--- config.mk ---
export PLATFORM = sky130hd
export DESIGN_NAME = fragment_reassembly_tracker_top_flat
export DESIGN_NICKNAME = d
export VERILOG_FILES = /design/src/sv/frt_pkg.sv /design/src/sv/frt_if.sv /design/src/sv/frt_front.sv /design/src/sv/frt_back.sv /design/src/sv/fragment_reassembly_tracker_top.sv /design/src/flat_wrapper.sv
export SDC_FILE = /design/constraint.sdc
export NUM_CORES = 2
export LEC_CHECK = 0
export ABC_CLOCK_PERIOD_IN_PS = 14020
export BUFFER_PORTS_ARGS = -buffer_cell sky130_fd_sc_hd__buf_2
export CORE_MARGIN = 2
export CORE_UTILIZATION = 54
export DETAILED_ROUTE_END_ITERATION = 6
export PLACE_DENSITY = 0.73
export SETUP_SLACK_MARGIN = 0.5
export SYNTH_ARGS = -nofsm -noshare
export SYNTH_HDL_FRONTEND = slang
export SYNTH_SLANG_ARGS = --single-unit
export TNS_END_PERCENT = 100
--- constraint.sdc ---
create_clock -name clk -period 14.02 [get_ports clk]
set_input_delay 2.103 -clock clk [delete_from_list [all_inputs] [get_ports clk]]
set_output_delay 2.103 -clock clk [all_outputs]
set_load 0.01 [all_outputs]
--- src/sv/frt_pkg.sv ---
// ----------------------------------------------------------------------------
// Fragment reassembly tracker package
// Shared constants, types and status codes.
// ----------------------------------------------------------------------------
package frt_pkg;

	localparam int TABLE_ENTRIES   = 16;
	localparam int MAX_FRAGMENTS   = 64;
	localparam int MIN_FRAME_BYTES = 38;
	localparam int IDX_W  = (TABLE_ENTRIES > 1) ? $clog2(TABLE_ENTRIES) : 1;
	localparam int FNUM_W = (MAX_FRAGMENTS > 1) ? $clog2(MAX_FRAGMENTS) : 1;
	localparam int QDEPTH = 2;

	localparam logic CFG_ETHERTYPE = 1'b0;
	localparam logic CFG_BUF_LIMIT = 1'b1;

	typedef enum logic [2:0] {
		ST_OK        = 3'd0,
		ST_RUNT      = 3'd1,
		ST_ETHERTYPE = 3'd2,
		ST_DUPLICATE = 3'd3,
		ST_OVERRUN   = 3'd4,
		ST_FULL      = 3'd5
	} status_t;

	typedef struct packed {
		logic [15:0] frame_length;
		logic [15:0] frame_ethertype;
		logic [63:0] tensor_tag;
		logic [31:0] total_bytes;
		logic [15:0] fragment_total;
		logic [15:0] fragment_number;
		logic [31:0] byte_offset;
		logic [15:0] payload_bytes;
	} frag_in_t;

	typedef struct packed {
		logic [2:0]  status;
		logic [31:0] write_offset;
		logic [15:0] write_length;
		logic        complete;
		logic [63:0] done_tensor_tag;
		logic [31:0] copy_length;
	} frag_out_t;

	// Item handed from the classifier to the table engine.
	typedef struct packed {
		logic        drop;
		status_t     drop_status;
		logic [63:0] tensor_tag;
		logic [31:0] total_bytes;
		logic [15:0] fragment_total;
		logic [15:0] fragment_number;
		logic [31:0] byte_offset;
		logic [15:0] payload_bytes;
	} work_t;

endpackage

--- src/sv/frt_if.sv ---
// ----------------------------------------------------------------------------
// Fragment reassembly tracker channels
// Valid/ready request channels for fragment headers and results.
// ----------------------------------------------------------------------------
interface frt_in_if import frt_pkg::*; ();
	logic     valid;
	logic     ready;
	frag_in_t data;
	modport source (output valid, output data, input ready);
	modport sink (input valid, input data, output ready);
endinterface

interface frt_out_if import frt_pkg::*; ();
	logic      valid;
	logic      ready;
	frag_out_t data;
	modport source (output valid, output data, input ready);
	modport sink (input valid, input data, output ready);
endinterface

--- src/sv/frt_front.sv ---
// ----------------------------------------------------------------------------
// Fragment reassembly tracker front end
// Accepts headers, screens runts and foreign ethertypes, and queues work.
// ----------------------------------------------------------------------------
module frt_front import frt_pkg::*; (
	input  logic         clk,
	input  logic         arst_n,
	frt_in_if.sink       in_ch,
	input  logic [15:0]  ethertype,
	output logic         wq_valid,
	input  logic         wq_ready,
	output work_t        wq_data
);

	work_t                  mem_q [QDEPTH];
	logic [$clog2(QDEPTH):0] cnt_q;
	logic [$clog2(QDEPTH)-1:0] wp_q, rp_q;
	work_t                  w;
	logic                   push, pop;

	always_comb begin
		w.tensor_tag      = in_ch.data.tensor_tag;
		w.total_bytes     = in_ch.data.total_bytes;
		w.fragment_total  = in_ch.data.fragment_total;
		w.fragment_number = in_ch.data.fragment_number;
		w.byte_offset     = in_ch.data.byte_offset;
		w.payload_bytes   = in_ch.data.payload_bytes;
		w.drop            = 1'b1;
		w.drop_status     = ST_RUNT;
		if (in_ch.data.frame_length < 16'(MIN_FRAME_BYTES)) begin
			w.drop_status = ST_RUNT;
		end else if (in_ch.data.frame_ethertype != ethertype) begin
			w.drop_status = ST_ETHERTYPE;
		end else begin
			w.drop = 1'b0;
			w.drop_status = ST_OK;
		end
	end

	assign in_ch.ready = (cnt_q != ($clog2(QDEPTH)+1)'(QDEPTH));
	assign push = in_ch.valid && in_ch.ready;
	assign wq_valid = (cnt_q != '0);
	assign pop = wq_valid && wq_ready;
	assign wq_data = mem_q[rp_q];

	always_ff @(posedge clk) begin
		if (push) begin
			mem_q[wp_q] <= w;
		end
	end

	always_ff @(posedge clk or negedge arst_n) begin
		if (!arst_n) begin
			cnt_q <= '0;
			wp_q <= '0;
			rp_q <= '0;
		end else begin
			if (push) wp_q <= wp_q + 1'b1;
			if (pop) rp_q <= rp_q + 1'b1;
			cnt_q <= cnt_q + ($clog2(QDEPTH)+1)'(push) - ($clog2(QDEPTH)+1)'(pop);
		end
	end

`ifndef SYNTHESIS
	a_no_overflow: assert property (@(posedge clk) disable iff (!arst_n)
		cnt_q <= ($clog2(QDEPTH)+1)'(QDEPTH)) else $error("queue overflow");
	a_pop_nonempty: assert property (@(posedge clk) disable iff (!arst_n)
		pop |-> cnt_q != '0) else $error("pop from empty queue");
	a_cnt_step: assert property (@(posedge clk) disable iff (!arst_n)
		(push && !pop) |=> cnt_q == $past(cnt_q) + 1'b1) else $error("count slip");
`endif

endmodule

--- src/sv/frt_back.sv ---
// ----------------------------------------------------------------------------
// Fragment reassembly tracker table engine
// Looks up the tensor entry, checks the fragment and updates the table.
// ----------------------------------------------------------------------------
module frt_back import frt_pkg::*; (
	input  logic        clk,
	input  logic        arst_n,
	input  logic        wq_valid,
	output logic        wq_ready,
	input  work_t       wq_data,
	input  logic [31:0] buf_limit,
	frt_out_if.source   out_ch
);

	typedef enum logic [1:0] {
		S_IDLE = 2'b01,
		S_EXEC = 2'b10
	} state_t;

	state_t                   state_q;
	work_t                    item_q;
	logic [TABLE_ENTRIES-1:0] valid_q;
	logic [63:0]              tid_q   [TABLE_ENTRIES];
	logic [31:0]              tb_q    [TABLE_ENTRIES];
	logic [15:0]              ft_q    [TABLE_ENTRIES];
	logic [6:0]               rc_q    [TABLE_ENTRIES];
	logic [MAX_FRAGMENTS-1:0] bm_q    [TABLE_ENTRIES];
	logic                     hit_q, free_q;
	logic [IDX_W-1:0]         slot_q;

	logic                     hit_c, free_c;
	logic [IDX_W-1:0]         hslot_c, fslot_c;
	logic                     obusy;
	frag_out_t                res;
	logic                     fresh, fail_max, do_upd, ok;
	logic [31:0]              e_tb;
	logic [15:0]              e_ft;
	logic [6:0]               e_rc, n_rc;
	logic [MAX_FRAGMENTS-1:0] e_bm, n_bm;
	logic                     seen;
	logic [32:0]              sum;
	logic                     n_valid;

	always_comb begin
		hit_c = 1'b0; free_c = 1'b0; hslot_c = '0; fslot_c = '0;
		for (int i = 0; i < TABLE_ENTRIES; i++) begin
			if (valid_q[i]) begin
				if (!hit_c && tid_q[i] == wq_data.tensor_tag) begin
					hit_c = 1'b1; hslot_c = IDX_W'(i);
				end
			end else if (!free_c) begin
				free_c = 1'b1; fslot_c = IDX_W'(i);
			end
		end
	end

	assign obusy = out_ch.valid && !out_ch.ready;
	assign wq_ready = (state_q == S_IDLE);

	always_comb begin
		fresh = !hit_q || (tb_q[slot_q] == '0);
		fail_max = fresh && (item_q.fragment_total > 16'(MAX_FRAGMENTS));
		e_tb = fresh ? item_q.total_bytes : tb_q[slot_q];
		e_ft = fresh ? item_q.fragment_total : ft_q[slot_q];
		e_rc = fresh ? '0 : rc_q[slot_q];
		e_bm = fresh ? '0 : bm_q[slot_q];
		seen = (item_q.fragment_number < 16'(MAX_FRAGMENTS)) &&
			e_bm[item_q.fragment_number[FNUM_W-1:0]];
		sum = {1'b0, item_q.byte_offset} + 33'(item_q.payload_bytes);
		res = '0;
		ok = 1'b0;
		do_upd = 1'b0;
		n_valid = 1'b1;
		n_bm = e_bm;
		n_rc = e_rc;
		if (item_q.drop) begin
			res.status = item_q.drop_status;
		end else if (!hit_q && !free_q) begin
			res.status = ST_FULL;
		end else if (fail_max) begin
			res.status = ST_FULL;
			do_upd = 1'b1;
			n_valid = 1'b0;
		end else begin
			do_upd = 1'b1;
			if (item_q.fragment_number >= e_ft || seen) begin
				res.status = ST_DUPLICATE;
			end else if (sum > {1'b0, e_tb}) begin
				res.status = ST_OVERRUN;
			end else begin
				ok = 1'b1;
				res.status = ST_OK;
				res.write_offset = item_q.byte_offset;
				res.write_length = item_q.payload_bytes;
				n_bm[item_q.fragment_number[FNUM_W-1:0]] = 1'b1;
				n_rc = e_rc + 7'd1;
			end
			if ({9'd0, n_rc} == e_ft) begin
				res.complete = 1'b1;
				res.done_tensor_tag = item_q.tensor_tag;
				res.copy_length = (e_tb < buf_limit) ? e_tb : buf_limit;
				n_valid = 1'b0;
			end
		end
	end

	always_ff @(posedge clk) begin
		if (wq_valid && wq_ready) begin
			item_q <= wq_data;
			hit_q <= hit_c;
			free_q <= free_c;
			slot_q <= hit_c ? hslot_c : fslot_c;
		end
		if (state_q == S_EXEC && !obusy) begin
			out_ch.data <= res;
			if (do_upd && !fail_max) begin
				tid_q[slot_q] <= item_q.tensor_tag;
				tb_q[slot_q] <= e_tb;
				ft_q[slot_q] <= e_ft;
				rc_q[slot_q] <= n_rc;
				bm_q[slot_q] <= n_bm;
			end
		end
	end

	always_ff @(posedge clk or negedge arst_n) begin
		if (!arst_n) begin
			state_q <= S_IDLE;
			valid_q <= '0;
			out_ch.valid <= 1'b0;
		end else begin
			case (state_q)
				S_IDLE: begin
					if (out_ch.valid && out_ch.ready) out_ch.valid <= 1'b0;
					if (wq_valid) state_q <= S_EXEC;
				end
				S_EXEC: begin
					if (!obusy) begin
						out_ch.valid <= 1'b1;
						if (do_upd) valid_q[slot_q] <= n_valid;
						state_q <= S_IDLE;
					end
				end
				default: state_q <= S_IDLE;
			endcase
		end
	end

`ifndef SYNTHESIS
	a_onehot: assert property (@(posedge clk) disable iff (!arst_n)
		$onehot(state_q)) else $error("state corrupt");
	a_out_after_exec: assert property (@(posedge clk) disable iff (!arst_n)
		$rose(out_ch.valid) |-> $past(state_q) == S_EXEC) else $error("stray result");
	a_accept_ok: assert property (@(posedge clk) disable iff (!arst_n)
		(state_q == S_EXEC && !obusy && ok) |=> out_ch.data.write_length ==
		$past(item_q.payload_bytes)) else $error("length mismatch");
`endif

endmodule

--- src/sv/fragment_reassembly_tracker_top.sv ---
// A header is written into the queue, taken by the table engine in its idle state, and its result
// is registered in the execute state; an output stall holds the execute state.
// The table engine takes no new header until the read-modify-write for the last one is done.
// A two-entry queue decouples header acceptance from table processing.
// Reset clears all entry valid bits and the queue at once; no clearing pass.
// ----------------------------------------------------------------------------
// Fragment reassembly tracker
// Tracks per-tensor fragment bitmaps and reports write windows and completion.
// ----------------------------------------------------------------------------
module fragment_reassembly_tracker_top import frt_pkg::*; (
	input  logic        clk,
	input  logic        arst_n,
	frt_in_if.sink      in_ch,
	frt_out_if.source   out_ch,
	input  logic        cfg_we,
	input  logic        cfg_index,
	input  logic [31:0] cfg_wdata
);

	logic [15:0] ethertype_q;
	logic [31:0] buf_limit_q;
	logic        wq_valid, wq_ready;
	work_t       wq_data;

	always_ff @(posedge clk or negedge arst_n) begin
		if (!arst_n) begin
			ethertype_q <= '0;
			buf_limit_q <= '1;
		end else if (cfg_we) begin
			case (cfg_index)
				CFG_ETHERTYPE: ethertype_q <= cfg_wdata[15:0];
				CFG_BUF_LIMIT: buf_limit_q <= cfg_wdata;
				default: ;
			endcase
		end
	end

	frt_front u_front (
		.clk(clk), .arst_n(arst_n), .in_ch(in_ch), .ethertype(ethertype_q),
		.wq_valid(wq_valid), .wq_ready(wq_ready), .wq_data(wq_data)
	);

	frt_back u_back (
		.clk(clk), .arst_n(arst_n), .wq_valid(wq_valid), .wq_ready(wq_ready),
		.wq_data(wq_data), .buf_limit(buf_limit_q), .out_ch(out_ch)
	);

endmodule

--- src/flat_wrapper.sv ---
// flat-port wrapper written by rule: the top's interface ports become plain ports
module fragment_reassembly_tracker_top_flat import frt_pkg::*;
  (clk, arst_n, cfg_we, cfg_index, cfg_wdata, in_ch_valid, in_ch_data, in_ch_ready, out_ch_valid, out_ch_data, out_ch_ready);
  frt_in_if in_ch_i ();
  frt_out_if out_ch_i ();
  input  logic clk;
  input  logic arst_n;
  input  logic cfg_we;
  input  logic cfg_index;
  input  logic [31:0] cfg_wdata;
  input wire logic [$bits(in_ch_i.valid)-1:0] in_ch_valid;
  input wire logic [$bits(in_ch_i.data)-1:0] in_ch_data;
  output wire logic [$bits(in_ch_i.ready)-1:0] in_ch_ready;
  output wire logic [$bits(out_ch_i.valid)-1:0] out_ch_valid;
  output wire logic [$bits(out_ch_i.data)-1:0] out_ch_data;
  input wire logic [$bits(out_ch_i.ready)-1:0] out_ch_ready;
  assign in_ch_i.valid = in_ch_valid;
  assign in_ch_i.data = in_ch_data;
  assign in_ch_ready = in_ch_i.ready;
  assign out_ch_valid = out_ch_i.valid;
  assign out_ch_data = out_ch_i.data;
  assign out_ch_i.ready = out_ch_ready;
  fragment_reassembly_tracker_top u_core (.clk(clk), .arst_n(arst_n), .in_ch(in_ch_i), .out_ch(out_ch_i), .cfg_we(cfg_we), .cfg_index(cfg_index), .cfg_wdata(cfg_wdata));
endmodule
==> metrics <==
run status completed; nets 9111; ys flop type edfxtp_1; PostCTS Resize Cnt 0; Core Util, Final around three fifths; fmax 0.0976 GHz; Data required, critical path 14.58 ns; Sw Pwr 12.9 mW; Crit Path Category register to register; RSZ-0062 raised after global routing no; Max stage delay on crit path ~0.90 ns; CTS buffer count 366; Cell Area, Synth 149000 um2; CP Capture Type register; Initial Utilization 54.3%; Hold-fix buffers, CTS 0; clock root cell clkbuf_16; synth-to-layout area growth 13.2%; Mean Syn Cell Area 18.4 um2; die height 529 um; Remaining Overflow, GRT 0; first-pass GRT wire length 592000 um; relative max-transition margin between 10% and 20%; sequential share of the synthesized area 74.2%; final worst path period share about three quarters; vias per cell 6.52; Pwr Total 36.9 mW; CTS HTree Levels 5; Gate Count Post-Synth 8113; I/O pins 396; min Tclk post-route 10.25 ns; startpoint types register; asr flop ratio synth between 1.5 and 2%; largest net degree at the start of global routing about 150; GPL Wtd Cong slightly above 0.9; design area 169000 um2; post-DR wirelength/cell 33.2 um; Reg clk slew, reported paths 0.06 ns; Yosys warning count 0; Clk Latency, worst-skew pair 0.99 ns; Pleak 54.7 nW; placed cell area ~160000 um2; final hold violation count 0; Final Max Slew Viols 0; Slew @ Worst Pin 1.33 ns; row cnt between 150 and 200; clock skew about 0.099 ns; Max Cap Viol 0; Netlist cell types 83; WP data arrival 10.81 ns; Worst Hold Class register to register; HPWL Detailed 234000 um; Routed WL 424000 um; Net Sw Frac 35.1%; DRC marker count from the first detailed-route iteration 13588; CTS tree yes; Total GRT Usage 29.9%; Post-synth EDFFs around 3600; Reg power frac between 40% and 50%; Yosys top cell area share between 70 and 80%; Worst VDD drop 0.176 mV; share of layout cells above drive strength 1 22.1%; post-CTS setup buffer count 0; Post-synth top cells 3619 x edfxtp_1, 766 x xnor2_1, 434 x mux4_2; die width 529 um; CTS Buffer Depth 4; initial antenna violation count a little under 80; router iterations before antenna repair 7; top cell family by delay on the critical path compound AO/OA/AOI/OAI gates; leading cell types by total area after synthesis edfxtp_1 73%, mux4_2 6.6%, xnor2_1 4.5%, mux2_2 2.0%, mux2i_1 1.6%; #FFs+latches synth about 3700; vias in the first global route 81972; total number of vias 83256; crit path max fanout about 110; power per cell area 219 nW/um2; highest-delay cell along the critical path o22ai_1; Worst Path Buf+Inv 4; area leader, netlist edfxtp_1; drt drc 0; logic gate share of total power 32.2%; clock share of power roughly a quarter; Core Box Area 274000 um2; Hold Path Origin u_core.u_back.item_q[155]$_DFFE_PP_; count leader, synth edfxtp_1; Post-DRT Antenna Nets 0; IO Port Bufs around 390; die area 280000 um2; Cell Chain, Critical Path buf_12, mux4_2, a22oi_1, nand2_1, nor4_1, nand2_1, o41ai_4, buf_12, mux2_2, inv_1, ha_1, a21o_1, a21oi_1, o21ai_0, a211o_1, o221a_2, nor2_1, o21ai_2, nor4_4, inv_2, or3_1, o22ai_1; number of setup violations in the final report 0; cell-internal power 24.0 mW; clock sink count 3694; syn_nets roughly 8500
cells in the final DEF (no fill, tap or decap), types with 33 or more instances in the layout:
cell type / count
mux4_2: 434
clkbuf_1: 73
dfrtp_1: 37
nand3_1: 72
bufinv_16: 33
nor4_1: 219
clkinv_2: 60
nand2_1: 284
mux2i_4: 64
nor2_1: 132
nand4_1: 128
a211oi_1: 35
mux2_2: 262
xor2_1: 211
o21ai_0: 75
diode_2: 36
and2_1: 118
nor2b_1: 60
a21oi_1: 90
edfxtp_1: 3619
inv_1: 173
o22ai_1: 118
a22oi_1: 103
clkinv_1: 84
clkbuf_16: 371
nor3_1: 82
dfstp_2: 33
a21o_1: 43
mux2i_1: 173
buf_4: 234
buf_2: 393
ha_1: 100
xnor2_1: 766
cell families (layout without fill, tap and decap cells):
logic type               Yosys count  count (layout)  share of synthesized area, %
flip-flops                      3694            3694                          74.2
XOR/XNOR                         979             979                          5.78
multiplexers                     933             933                          10.1
adder cells (fa/ha/maj)          101             101                         0.853
AND/OR/NAND/NOR                 1210            1210                          4.28
other                              0              36                             0
AO/OA/AOI/OAI                    658             658                          3.05
buffers and inverters            538            1479                          1.67
per-layer routing:
layer / GRT usage [%] / routed length, um
met1: 40.7 / 153000
met2: 45.9 / 192000
met3: 8.04 / 58700
met4: 12.1 / 19500
met5: 0 / 414
sequential cells by signal (all words and copies together), names as in the netlist, 4 cells and up, named ones only:
register and count:
u_core.u_back.item_q 179, u_core.u_back.out_ch.data 148, u_core.u_back.slot_q 4, u_core.u_back.tid_q 1024, u_core.ethertype_q 16, u_core.u_back.tb_q 512
u_core.u_back.bm_q 1024, u_core.u_front.mem_q 358, u_core.u_back.valid_q 16, u_core.buf_limit_q 32, u_core.u_back.ft_q 256, u_core.u_back.rc_q 112
path summary, 6_finish.rpt:
| path | endpoint | slack, ns | depth (start not counted) |
|---|---|---|---|
| worst max-delay path | u_core.u_back.bm_q[10][49]$_DFFE_PP_ | 3.77 | 22 |
| worst min register to register | u_core.u_back.tid_q[13][43]$_DFFE_PP_ | 0.47 | 0 |
| worst min-delay path | u_core.u_back.tid_q[13][43]$_DFFE_PP_ | 0.47 | 0 |
| max in group asynchronous | u_core.buf_limit_q[18]$_DFFE_PN1P_ | 11.88 | 2 |
| worst max register to register | u_core.u_back.bm_q[10][49]$_DFFE_PP_ | 3.77 | 22 |
| min in group asynchronous | u_core.u_back.valid_q[3]$_DFFE_PN0P_ | 1.15 | 1 |
power by group through the flow:
stage / clock (mW) / sequential (mW) / combinational [mW]
2_1_floorplan: 0 / 15.4 / 6.98
3_3_place_gp: 0 / 15.6 / 11.3
3_5_place_dp: 0 / 15.6 / 11.6
4_1_cts: 9.68 / 15.4 / 11.6
5_1_grt: 10.1 / 15.4 / 12.4
6_report: 9.61 / 15.4 / 11.9
per-stage QoR:
step                      setup slack, ns  instances  setup TNS (ns)  hold WS (ns)
final                                3.77      12776               0         0.468
after global routing                 3.28      12746               0         0.483
after CTS                            3.52      12740               0         0.464
after detailed placement             3.56      12082               0         0.447
after global placement               3.84      12082               0         0.432
after floorplan                     -1.12       8113        -2905.03         0.461
worst reg2reg max path: stages, from the launching register on:
cell and delay, ns:
dfxtp_4 0.71, buf_12 0.55, mux4_2 0.93, a22oi_1 0.22, nand2_1 0.17, nor4_1 0.60, nand2_1 0.24, o41ai_4 0.49
buf_12 0.60, mux2_2 0.63, inv_1 0.15, ha_1 0.34, a21o_1 0.17, a21oi_1 0.17, o21ai_0 0.14, a211o_1 0.29
o221a_2 0.24, nor2_1 0.12, o21ai_2 0.32, nor4_4 0.86, inv_2 0.40, or3_1 0.65, o22ai_1 0.91
layout make-up:
type / count / area, um2
Sequential cell: 3694 / 111000
Fill cell: 18918 / 106000
Multi-Input combinational cell: 3881 / 36900
Clock buffer: 446 / 9590
Tap cell: 3686 / 4610
Timing Repair Buffer: 644 / 4060
Clock inverter: 212 / 2030
Inverter: 177 / 674
Antenna cell: 36 / 90.1
(Power assumes the default switching activity.)
